<file path="config.mk">
export PLATFORM = sky130hd
export DESIGN_NAME = curve_table_interpolator
export DESIGN_NICKNAME = d
export VERILOG_FILES = /design/src/rtl/cti_pkg.sv /design/src/rtl/cti_curve_store.sv /design/src/rtl/cti_divider.sv /design/src/rtl/curve_table_interpolator.sv
export SDC_FILE = /design/constraint.sdc
export NUM_CORES = 2
export LEC_CHECK = 0
export BUFFER_PORTS_ARGS = -buffer_cell sky130_fd_sc_hd__buf_2
export CAP_MARGIN = 0
export CORE_MARGIN = 1.5
export CORE_UTILIZATION = 58
export CTS_CLUSTER_DIAMETER = 200
export DETAILED_ROUTE_END_ITERATION = 6
export GPL_TIMING_DRIVEN = 0
export PLACE_DENSITY = 0.77
export SETUP_SLACK_MARGIN = 0.15
export SYNTH_ARGS = -nofsm -noshare
export SYNTH_HDL_FRONTEND = slang
export SYNTH_SLANG_ARGS = --single-unit
</file>
<file path="constraint.sdc">
create_clock -name clock -period 8.5 [get_ports clock]
set_input_delay 0.85 -clock clock [delete_from_list [all_inputs] [get_ports clock]]
set_output_delay 0.85 -clock clock [all_outputs]
set_load 0.02 [all_outputs]
</file>
<file path="src/rtl/cti_pkg.sv">
// ----------------------------------------------------------------------------
// cti_pkg
// Shared types and constants for the curve table interpolator.
// ----------------------------------------------------------------------------
package cti_pkg;

   localparam int DATA_W    = 16;
   localparam int DIV_STEPS = 16;

   localparam logic [1:0] OP_WRITE_AXIS  = 2'd0;
   localparam logic [1:0] OP_WRITE_VALUE = 2'd1;
   localparam logic [1:0] OP_LOOKUP      = 2'd2;
   localparam logic [1:0] OP_RESERVED    = 2'd3;

   localparam logic [4:0] POINTS_RESET = 5'd16;

   typedef struct packed {
      logic [1:0]               operation;
      logic [3:0]               point_index;
      logic signed [DATA_W-1:0] data_or_x;
   } req_type;

   typedef struct packed {
      logic signed [DATA_W-1:0] y_value;
      logic [3:0]               bin_upper;
   } rsp_type;

   typedef enum logic [7:0] {
      S_IDLE = 8'b0000_0001,
      S_TOP  = 8'b0000_0010,
      S_HI   = 8'b0000_0100,
      S_LO   = 8'b0000_1000,
      S_EVAL = 8'b0001_0000,
      S_MUL  = 8'b0010_0000,
      S_DIV  = 8'b0100_0000,
      S_DONE = 8'b1000_0000
   } state_type;

endpackage

</file>
<file path="src/rtl/cti_curve_store.sv">
// ----------------------------------------------------------------------------
// cti_curve_store
// Axis and value point memories, one write and one registered read a cycle.
// ----------------------------------------------------------------------------
module cti_curve_store #(
   parameter int DEPTH  = 16,
   parameter int ADDR_W = 4
) (
   input  logic                              clock,
   input  logic                              wr_en,
   input  logic                              wr_sel_value,
   input  logic [ADDR_W-1:0]                 wr_addr,
   input  logic signed [cti_pkg::DATA_W-1:0] wr_data,
   input  logic [ADDR_W-1:0]                 rd_addr,
   output logic signed [cti_pkg::DATA_W-1:0] axis_rd,
   output logic signed [cti_pkg::DATA_W-1:0] value_rd
);
   import cti_pkg::*;

   logic signed [DATA_W-1:0] axis_mem [DEPTH];
   logic signed [DATA_W-1:0] value_mem [DEPTH];
   logic signed [DATA_W-1:0] axis_rd_ff;
   logic signed [DATA_W-1:0] value_rd_ff;

   always_ff @(posedge clock) begin
      if (wr_en && !wr_sel_value) begin
         axis_mem[wr_addr] <= wr_data;
      end
      if (wr_en && wr_sel_value) begin
         value_mem[wr_addr] <= wr_data;
      end
      axis_rd_ff  <= axis_mem[rd_addr];
      value_rd_ff <= value_mem[rd_addr];
   end

   assign axis_rd  = axis_rd_ff;
   assign value_rd = value_rd_ff;

endmodule

</file>
<file path="src/rtl/cti_divider.sv">
// ----------------------------------------------------------------------------
// cti_divider
// Restoring serial divider, one quotient bit per cycle, 16-bit quotient.
// ----------------------------------------------------------------------------
module cti_divider (
   input  logic        clock,
   input  logic        reset,
   input  logic        start,
   input  logic [31:0] dividend,
   input  logic [15:0] divisor,
   output logic        done,
   output logic [15:0] quotient
);
   import cti_pkg::*;

   logic        busy_ff, busy_in;
   logic        done_ff, done_in;
   logic [3:0]  cnt_ff, cnt_in;
   logic [15:0] rem_ff, rem_in;
   logic [15:0] dvd_ff, dvd_in;
   logic [15:0] den_ff, den_in;
   logic [16:0] shifted;
   logic [16:0] trial;
   logic        ge;

   always_comb begin
      shifted = {rem_ff, dvd_ff[15]};
      trial   = shifted - {1'b0, den_ff};
      ge      = (shifted >= {1'b0, den_ff});
      busy_in = busy_ff;
      done_in = 1'b0;
      cnt_in  = cnt_ff;
      rem_in  = rem_ff;
      dvd_in  = dvd_ff;
      den_in  = den_ff;
      if (start) begin
         busy_in = 1'b1;
         cnt_in  = '0;
         rem_in  = dividend[31:16];
         dvd_in  = dividend[15:0];
         den_in  = divisor;
      end else if (busy_ff) begin
         rem_in = ge ? trial[15:0] : shifted[15:0];
         dvd_in = {dvd_ff[14:0], ge};
         cnt_in = cnt_ff + 4'd1;
         if (cnt_ff == 4'(DIV_STEPS - 1)) begin
            busy_in = 1'b0;
            done_in = 1'b1;
         end
      end
   end

   always_ff @(posedge clock) begin
      if (reset) begin
         busy_ff <= 1'b0;
         done_ff <= 1'b0;
      end else begin
         busy_ff <= busy_in;
         done_ff <= done_in;
      end
      cnt_ff <= cnt_in;
      rem_ff <= rem_in;
      dvd_ff <= dvd_in;
      den_ff <= den_in;
   end

   assign done     = done_ff;
   assign quotient = dvd_ff;

endmodule

</file>
<file path="src/rtl/curve_table_interpolator.sv">
// ----------------------------------------------------------------------------
// curve_table_interpolator
// Piecewise linear curve lookup with bin search and serial division.
// Table writes are taken while idle. A lookup reads the top point, then
// the remembered bin, and after a miss there checks bins one by one down
// from the top (up to points-1); unless exact or clipped, it then does a
// multiply and 16-step serial divide, and waits while the last result stalls.
// One item at a time; the bin search and the divider set the rate.
// Synchronous reset: idle, remembered bin 1, points in use 16; table undefined.
// ----------------------------------------------------------------------------
module curve_table_interpolator #(
   parameter int MAX_POINTS = 16
) (
   input  logic             clock,
   input  logic             reset,
   input  logic             req_valid,
   output logic             req_stall,
   input  cti_pkg::req_type req_data,
   output logic             rsp_valid,
   input  logic             rsp_stall,
   output cti_pkg::rsp_type rsp_data,
   input  logic             csr_valid,
   output logic             csr_ready,
   input  logic [4:0]       csr_data
);
   import cti_pkg::*;

   localparam int PTR_W = (MAX_POINTS > 2) ? $clog2(MAX_POINTS) : 1;

   state_type state_ff, state_in;

   logic [4:0]               points_ff, points_in;
   logic [3:0]               last_bin_ff, last_bin_in;
   logic [PTR_W-1:0]         bin_ff, bin_in;
   logic                     searching_ff, searching_in;
   logic                     inbin_ff, inbin_in;
   logic signed [DATA_W-1:0] x_ff, x_in;
   logic signed [DATA_W-1:0] xu_ff, xu_in;
   logic signed [DATA_W-1:0] yu_ff, yu_in;
   logic signed [DATA_W-1:0] xl_ff, xl_in;
   logic signed [DATA_W-1:0] yl_ff, yl_in;
   logic signed [DATA_W-1:0] top_axis_ff, top_axis_in;
   logic signed [DATA_W-1:0] top_value_ff, top_value_in;
   logic signed [DATA_W-1:0] y_ff, y_in;
   logic [31:0]              prod_ff, prod_in;
   logic                     neg_ff, neg_in;
   logic [15:0]              den_ff, den_in;
   logic                     rsp_valid_ff, rsp_valid_in;
   rsp_type                  rsp_data_ff, rsp_data_in;

   logic                     req_accept;
   logic                     wr_en;
   logic [PTR_W-1:0]         rd_addr;
   logic signed [DATA_W-1:0] axis_rd;
   logic signed [DATA_W-1:0] value_rd;
   logic [PTR_W-1:0]         top;
   logic [PTR_W-1:0]         bin_start;
   logic                     lo_inbin;
   logic [16:0]              dx17;
   logic [16:0]              dy17;
   logic [16:0]              ndy17;
   logic [16:0]              dxu17;
   logic                     div_start;
   logic                     div_done;
   logic [15:0]              div_quo;
   int                       npts;
   int                       bsel;

   assign req_stall  = (state_ff != S_IDLE);
   assign req_accept = req_valid && !req_stall;
   assign csr_ready  = 1'b1;
   assign wr_en      = req_accept
                       && (req_data.operation == OP_WRITE_AXIS
                           || req_data.operation == OP_WRITE_VALUE)
                       && (int'(req_data.point_index) < MAX_POINTS);

   always_comb begin
      npts = int'(points_ff);
      if (npts < 2) npts = 2;
      if (npts > MAX_POINTS) npts = MAX_POINTS;
      top  = PTR_W'(npts - 1);
      bsel = int'(last_bin_ff);
      if (bsel > npts - 1) bsel = npts - 1;
      if (bsel < 1) bsel = 1;
      bin_start = PTR_W'(bsel);
   end

   cti_curve_store #(
      .DEPTH  (MAX_POINTS),
      .ADDR_W (PTR_W)
   ) u_store (
      .clock        (clock),
      .wr_en        (wr_en),
      .wr_sel_value (req_data.operation == OP_WRITE_VALUE),
      .wr_addr      (PTR_W'(req_data.point_index)),
      .wr_data      (req_data.data_or_x),
      .rd_addr      (rd_addr),
      .axis_rd      (axis_rd),
      .value_rd     (value_rd)
   );

   cti_divider u_div (
      .clock    (clock),
      .reset    (reset),
      .start    (div_start),
      .dividend (prod_ff),
      .divisor  (den_ff),
      .done     (div_done),
      .quotient (div_quo)
   );

   assign lo_inbin  = (x_ff <= xu_ff) && (x_ff > axis_rd);
   assign div_start = (state_ff == S_MUL);

   always_comb begin
      dx17  = {x_ff[15], x_ff} - {xl_ff[15], xl_ff};
      dy17  = {yu_ff[15], yu_ff} - {yl_ff[15], yl_ff};
      ndy17 = 17'd0 - dy17;
      dxu17 = {xu_ff[15], xu_ff} - {xl_ff[15], xl_ff};
   end

   always_comb begin
      state_in     = state_ff;
      points_in    = points_ff;
      last_bin_in  = last_bin_ff;
      bin_in       = bin_ff;
      searching_in = searching_ff;
      inbin_in     = inbin_ff;
      x_in         = x_ff;
      xu_in        = xu_ff;
      yu_in        = yu_ff;
      xl_in        = xl_ff;
      yl_in        = yl_ff;
      top_axis_in  = top_axis_ff;
      top_value_in = top_value_ff;
      y_in         = y_ff;
      prod_in      = prod_ff;
      neg_in       = neg_ff;
      den_in       = den_ff;
      rsp_valid_in = rsp_valid_ff && rsp_stall;
      rsp_data_in  = rsp_data_ff;
      rd_addr      = top;

      if (csr_valid && csr_ready) begin
         points_in = csr_data;
      end

      case (state_ff)
         S_IDLE: begin
            rd_addr = top;
            if (req_accept) begin
               case (req_data.operation)
                  OP_LOOKUP: begin
                     x_in         = req_data.data_or_x;
                     searching_in = 1'b0;
                     state_in     = S_TOP;
                  end
                  default: begin
                  end
               endcase
            end
         end
         S_TOP: begin
            top_axis_in  = axis_rd;
            top_value_in = value_rd;
            bin_in       = bin_start;
            rd_addr      = bin_start;
            state_in     = S_HI;
         end
         S_HI: begin
            xu_in    = axis_rd;
            yu_in    = value_rd;
            rd_addr  = bin_ff - PTR_W'(1);
            state_in = S_LO;
         end
         S_LO: begin
            if (lo_inbin || (searching_ff && bin_ff == PTR_W'(1))) begin
               xl_in    = axis_rd;
               yl_in    = value_rd;
               inbin_in = lo_inbin;
               rd_addr  = '0;
               state_in = S_EVAL;
            end else if (!searching_ff) begin
               searching_in = 1'b1;
               bin_in       = top;
               xu_in        = top_axis_ff;
               yu_in        = top_value_ff;
               rd_addr      = top - PTR_W'(1);
            end else begin
               bin_in  = bin_ff - PTR_W'(1);
               xu_in   = axis_rd;
               yu_in   = value_rd;
               rd_addr = bin_ff - PTR_W'(2);
            end
         end
         S_EVAL: begin
            if (x_ff == xu_ff) begin
               y_in     = yu_ff;
               state_in = S_DONE;
            end else if (inbin_ff) begin
               neg_in   = dy17[16];
               prod_in  = {16'd0, dx17[15:0]}
                          * {16'd0, (dy17[16] ? ndy17[15:0] : dy17[15:0])};
               den_in   = dxu17[15:0];
               state_in = S_MUL;
            end else if (x_ff >= top_axis_ff) begin
               y_in     = top_value_ff;
               bin_in   = top;
               state_in = S_DONE;
            end else begin
               y_in     = value_rd;
               bin_in   = PTR_W'(1);
               state_in = S_DONE;
            end
         end
         S_MUL: begin
            state_in = S_DIV;
         end
         S_DIV: begin
            if (div_done) begin
               y_in     = neg_ff ? (yl_ff - signed'(div_quo)) : (yl_ff + signed'(div_quo));
               state_in = S_DONE;
            end
         end
         S_DONE: begin
            if (!rsp_valid_ff || !rsp_stall) begin
               rsp_valid_in          = 1'b1;
               rsp_data_in.y_value   = y_ff;
               rsp_data_in.bin_upper = 4'(bin_ff);
               last_bin_in           = 4'(bin_ff);
               state_in              = S_IDLE;
            end
         end
         default: begin
            state_in = S_IDLE;
         end
      endcase
   end

   always_ff @(posedge clock) begin
      if (reset) begin
         state_ff     <= S_IDLE;
         points_ff    <= POINTS_RESET;
         last_bin_ff  <= 4'd1;
         rsp_valid_ff <= 1'b0;
         searching_ff <= 1'b0;
      end else begin
         state_ff     <= state_in;
         points_ff    <= points_in;
         last_bin_ff  <= last_bin_in;
         rsp_valid_ff <= rsp_valid_in;
         searching_ff <= searching_in;
      end
      bin_ff       <= bin_in;
      inbin_ff     <= inbin_in;
      x_ff         <= x_in;
      xu_ff        <= xu_in;
      yu_ff        <= yu_in;
      xl_ff        <= xl_in;
      yl_ff        <= yl_in;
      top_axis_ff  <= top_axis_in;
      top_value_ff <= top_value_in;
      y_ff         <= y_in;
      prod_ff      <= prod_in;
      neg_ff       <= neg_in;
      den_ff       <= den_in;
      rsp_data_ff  <= rsp_data_in;
   end

   assign rsp_valid = rsp_valid_ff;
   assign rsp_data  = rsp_data_ff;

   a_lookup_starts: assert property (@(posedge clock) disable iff (reset)
      req_accept && req_data.operation == OP_LOOKUP |=> state_ff == S_TOP)
      else $error("lookup item did not start the sequencer");

   a_rsp_from_done: assert property (@(posedge clock) disable iff (reset)
      $rose(rsp_valid_ff) |-> $past(state_ff == S_DONE))
      else $error("result raised outside the done state");

   a_bin_in_range: assert property (@(posedge clock) disable iff (reset)
      state_ff == S_LO |-> (bin_ff != '0) && (bin_ff <= top))
      else $error("search bin out of range");

   a_div_done_in_div: assert property (@(posedge clock) disable iff (reset)
      div_done |-> state_ff == S_DIV)
      else $error("divider finished outside the divide state");

endmodule
</file>
; ---- After elaboration in Yosys (flattened, before gate mapping)
; Memories as Yosys holds them, arrays and structs flattened. A register that Yosys moved wholly into a read port is not among the register bits.
; Index checks and enable logic that the tools add are counted.
[op_classes]
add_sub_neg = 12
mul = 1
n_lt_le_gt_ge = 8
eq_ne = 23
muxes = 53
bitwise = 2
n_reduce_logical = 30
[ops]
columns = op, count
row1 = $mux W16, 15
row2 = $pmux W16 S2, 3
row3 = $pmux W8 S8, 1
row4 = $sub A16 B16 Y16, 4
row5 = $mux W8, 7
row6 = $gt A5 B32 Y1, 1
row7 = $lt A32 B2 Y1 const B, 1
row8 = $mul A16 B16 Y32, 1
row9 = $mux W32, 1
row10 = $mux W4, 8
row11 = $sub A32 B2 Y32 const B, 1
row12 = $pmux W4 S3, 2
row13 = $ge A17 B16 Y1, 1
row14 = $sub A16 B16 Y17, 1
row15 = $add A16 B16 Y16, 1
row16 = $eq A16 B16 Y1, 1
row17 = $ge A16 B16 Y1, 1
row18 = $gt A16 B16 Y1, 1
row19 = $le A16 B16 Y1, 1
row20 = $sub A1 B16 Y16 const A, 1
row21 = $mux W1, 13
row22 = $ne A2 B2 Y1 const B, 6
row23 = $mux W5, 2
row24 = $reduce_and A3 Y1, 3
row25 = other kinds (32), 52
[word_totals]
register_bits = 275
mem_bits_rw = 512
memories = 2
[memory_table]
columns = memory, words, word_bits, rd, rd_clocked_by_memory_dff, wr, line_no
row1 = u_store.axis_mem, 16, 16, 1, 1, 1, cti_curve_store.sv:20  ; logic signed [DATA_W-1:0] axis_mem [DEPTH];
row2 = u_store.value_mem, 16, 16, 1, 1, 1, cti_curve_store.sv:21  ; logic signed [DATA_W-1:0] value_mem [DEPTH];

; ---- Logic depth before layout (Yosys ltp)
[depth]
depth_word = 10
mapped_depth = 38

; ---- Cells and area by module
; A second synthesis with hierarchy kept.
[hier_totals]
hier_cells = 3341
area_unflattened_um2 = 44788.0
[modules_own_cells]
columns = module, instances, cells_per_inst, area_per_inst_um2
row1 = curve_table_interpolator, 1, 2177, 21568.2
row2 = cti_curve_store, 1, 866, 19939.1
row3 = cti_divider, 1, 298, 3280.6

; ---- Worst setup path before layout
; Ideal clock, no wire load.
[synth_timing]
path_kind = flip-flop to flip-flop
from = register yu_ff[2]
to = register prod_ff[31] (data pin)
setup_ps = 260
t_arrival_ps = 8391
path_slack_ps = -151
path_stages_with_launch = 36
n_path_buf = 2
period_less_slack_ps = 8651
cell_sequence = edfxtp_1 > ha_1 > nor2b_1 > o31a_1 > o21ai_1 > a211oi_1 > o21ai_1 > o21bai_1 > a21o_1 > inv_2 > buf_2 > o21ai_1 > xnor2_1 > clkbuf_1 > nand2_1 > fa_1 > inv_1 > fa_1 > inv_1 > fa_1 > inv_1 > fa_1 > fa_1 > inv_1 > fa_1 > inv_1 > ha_1 > or3_1 > o21ai_0 > a21oi_1 > o311ai_0 > a31oi_1 > a31oi_1 > o21ai_0 > a21oi_1 > xnor2_1
[synth_between]
elab_cells_between_ends = 4
cone_classes = add/sub (2) / mul (1) / mux (1)
[synth_rtl]
columns = item, line_no
row1 = "start, declared", curve_table_interpolator.sv:39  ; logic signed [DATA_W-1:0] yu_ff, yu_in;
row2 = "start signal, assigned", curve_table_interpolator.sv:258  ; yu_ff <= yu_in;
row3 = $sub A16 B16 Y17, curve_table_interpolator.sv:117  ; dy17 = {yu_ff[15], yu_ff} - {yl_ff[15], yl_ff};
row4 = named net dy17[16], curve_table_interpolator.sv:60  ; logic [16:0] dy17;
row5 = $mux W16, curve_table_interpolator.sv:203  ; * {16'd0, (dy17[16] ? ndy17[15:0] : dy17[15:0])};
row6 = $mul A16 B16 Y32, curve_table_interpolator.sv:203
row7 = "end signal, assigned", curve_table_interpolator.sv:264  ; prod_ff <= prod_in;
row8 = "end, declared", curve_table_interpolator.sv:45  ; logic [31:0] prod_ff, prod_in;
; The timed path passes the listed nets, and every way through them passes these cells.
; A chain may end at the register's enable or synchronous reset.

; ---- Final worst setup path
[layout_timing]
from = register yu_ff[0]
to = register prod_ff[30] (data pin)
[layout_between]
elab_chain_cells = 4
[layout_rtl]
columns = item, line_no
row1 = $sub A16 B16 Y17 (*), curve_table_interpolator.sv:117
row2 = $sub A1 B16 Y16, curve_table_interpolator.sv:118  ; ndy17 = 17'd0 - dy17;
row3 = $mux W16 (*), curve_table_interpolator.sv:203
row4 = $mul A16 B16 Y32 (*), curve_table_interpolator.sv:203
; Every way passes the cells marked *; elsewhere a longest branch is shown, timed or not.

==> run metrics <==
status=complete, but fails checks; violated checks=capacitance limit, slew limit, setup timing; die area=0.08032 mm²; Worst slew margin=-0.006447; Tightest Pin Transition=1.503 ns; Post-Synthesis Cell Area=0.04560 mm²; GRT Resource Usage Total=0.2974; worst-path fanout max=10; # H-tree levels=3; Synth area leaders=edfxtp_1 50%, fa_1 8.7%, ha_1 6.7%, inv_1 3.1%, nand2_1 2.9%; cell with the most instances after synthesis=edfxtp_1; Worst-path clk slew=0.07 ns; Inserted Clock Buffers=81; Max VDD drop=0.5037 mV; Data required, critical path=8.94 ns; final hold vios=0; Setup-failing EPs final=10; largest net degree at the start of global routing=35; routed length per instance=23.70 µm; vias in the first global route=32150; hold slack final=0.4240 ns; Clock Latency Late Sink=0.65 ns; largest area contributor in the netlist=edfxtp_1; Mapped Nets=4287; first-pass GRT wire length=183100 µm; CTS tree=built; Post-synth top cells=762 x edfxtp_1, 377 x inv_1, 354 x nand2_1; slowest CP cell=fa_1; Post-synth ARST share=0; WL met3=10730 µm; WS Path Type=flop to flop; Power, Total=15.71 mW; first-pass iteration count of the detailed router=6; routed wire length=123300 µm; initial drt markers=3296; share of layout cells above drive strength 1=0.1509; DRT antenna net count=0; # IOs=55; CP Launch Type=flop; Critical Path AT=9.42 ns; Top FF cell, synth=edfxtp_1; estimated wirelength of the detail-placed design=84030 µm; Post-route DRC=0; Max Cap Viol=1; routed wl met2=59760 µm; core area=0.07759 mm²; CP peak stage delay=0.56 ns; GP Congestion=0.9462; initial antenna violation count=0; Vias=32140; unrepaired setup endpoints after global routing=yes; Avg Inst Size Synth=11.96 µm²; Via density=6.176; Synth cell types=95; clock sink count=819; pre-CTS WS=-2.008 ns; Synth Warn #=0; Post-Synthesis Cells=3812; Initial Utilization=0.5877; smallest setup slack after layout=-0.4786 ns; Worst Setup SP=yu_ff[0]$_DFFE_PP_; hold_sp=y_ff[15]$_DFFE_PP_; sequential fraction of the synthesis area=0.5268; grt total ovfl=0; Leakage Power=21.13 nW; maximum clock path buffer count=3; Top Layer Used=met4; Cell Rows=102; wl on met1=46650 µm; Slew Viols, Final=7; Yosys reg bits=819; register-to-register setup slack=-0.48 ns; clk_skew=0.04221 ns; CP endpoint kind=flop; Clock Tree Root=clkbuf_16; PortBufs=52; Area Overhead vs Synth=15.89%; FF-to-FF path depth=37; reg-to-reg critical path startpoint=yu_ff[0]$_DFFE_PP_; Final #Nets=4571; most frequent CP cell=fa_1; Die Ht=283.4 µm; worst hold path type=flop to flop; EDFF count, synth=762; fmax=111.4 MHz; chip width=283.4 µm; share of the synthesized area in the top cell type=0.5018; Period minus WS final=8.979 ns; Worst Hold Path Cells=0; PD cells=297.3 mW/mm²; Final Cycle Share=1.056
## final cells by class
type                       instances  area [µm²]
fill                            5396       24740
antenna                            2       5.005
buffer                           170       892.1
clock buffer                     109        2296
timing repair buffer             201        1674
multi-input combinational       2442       20710
clock inverter                    40       516.7
tap                             1040        1301
sequential                       819       24020
inverter                         381        1433
## path summary, 6_finish.rpt
kind | endpoint
worst max-delay path | prod_ff[30]$_DFFE_PP_
worst min-delay path | rsp_data[19]$_DFFE_PP_
worst max register to register | prod_ff[30]$_DFFE_PP_
worst min register to register | rsp_data[19]$_DFFE_PP_
## routing by layer
metal  vias to the layer above  GRT usage
li1                      14290          -
met1                     15760     0.3818
met2                      1710     0.4996
met3                       377    0.05008
met4                         0     0.1305
met5                         -          0
## flip-flops by register name, indices dropped and copies added (netlist names), 20 cells and up
| register | cells |
|---|---|
| rsp_data | 20 |
| u_store.value_mem | 256 |
| prod_ff | 32 |
| u_store.axis_mem | 256 |
## cell usage in the layout (no fill, tap or decap), types with 18 or more instances in the layout
cell and instances:
nor2b_1 32, nand2b_1 40, o21ai_0 130, buf_2 80, nor2_2 29, mux2i_1 93, a21o_1 35, a32oi_1 32
buf_6 38, mux2_2 19, a311oi_1 32, and3_1 73, and2_1 45, clkbuf_1 118, nor2_1 179, fa_1 184
a21oi_1 172, a221o_1 65, inv_1 364, xor2_1 35, clkbuf_16 84, o21a_1 18, nor3_1 31, xnor2_1 63
ha_1 229, nand4_1 19, buf_4 107, dfxtp_1 57, edfxtp_1 762, nand2_1 346, nand3_1 149, a211o_1 75
## metrics by stage
step / utilization / cell area [µm²] / setup TNS (ns) / cells
finish: 0.6811 / 52850 / -2.975 / 5204
global placement: 0.6085 / 47220 / -17.73 / 4904
floorplan: - / 45660 / 0 / 3812
detailed placement: 0.6126 / 47540 / -18.86 / 4922
CTS: 0.6722 / 52160 / -0.1076 / 5165
global route: 0.6811 / 52850 / -5.113 / 5202
## kinds of logic after synthesis
group,share of synthesized area
multiplexers,0.02510
flip-flops,0.5268
AO/OA/AOI/OAI,0.1083
other,0.00008223
AND/OR/NAND/NOR,0.1102
XOR/XNOR,0.02697
buffers and inverters,0.04821
adder cells (fa/ha/maj),0.1543
## what timing repair did
action                     CTS  global route
pin swaps                  115            99
hold buffers                 0             0
setup endpoints to repair   20            18
buffers inserted            93            36
cloned                       2             0
gates resized for setup    194            74
## power breakdown
group / internal, mW / leakage [nW] / switching [mW]
clock: 2.19 / 1.37 / 1.57
sequential: 4.70 / 7.33 / 0.0766
combinational: 3.16 / 12.4 / 4.01
total: 10.1 / 21.1 / 5.66
## critical path: cells and delay by family, from the launching register on
family / cells / cell delay [ns]
buf+inv: 11 / 1.34
fa+ha+maj: 9 / 3.54
simple gates: 5 / 0.80
compound gates: 9 / 2.05
xor+xnor: 3 / 0.61
flops: 1 / 0.46
No activity file was read; power rests on OpenSTA's default activity.
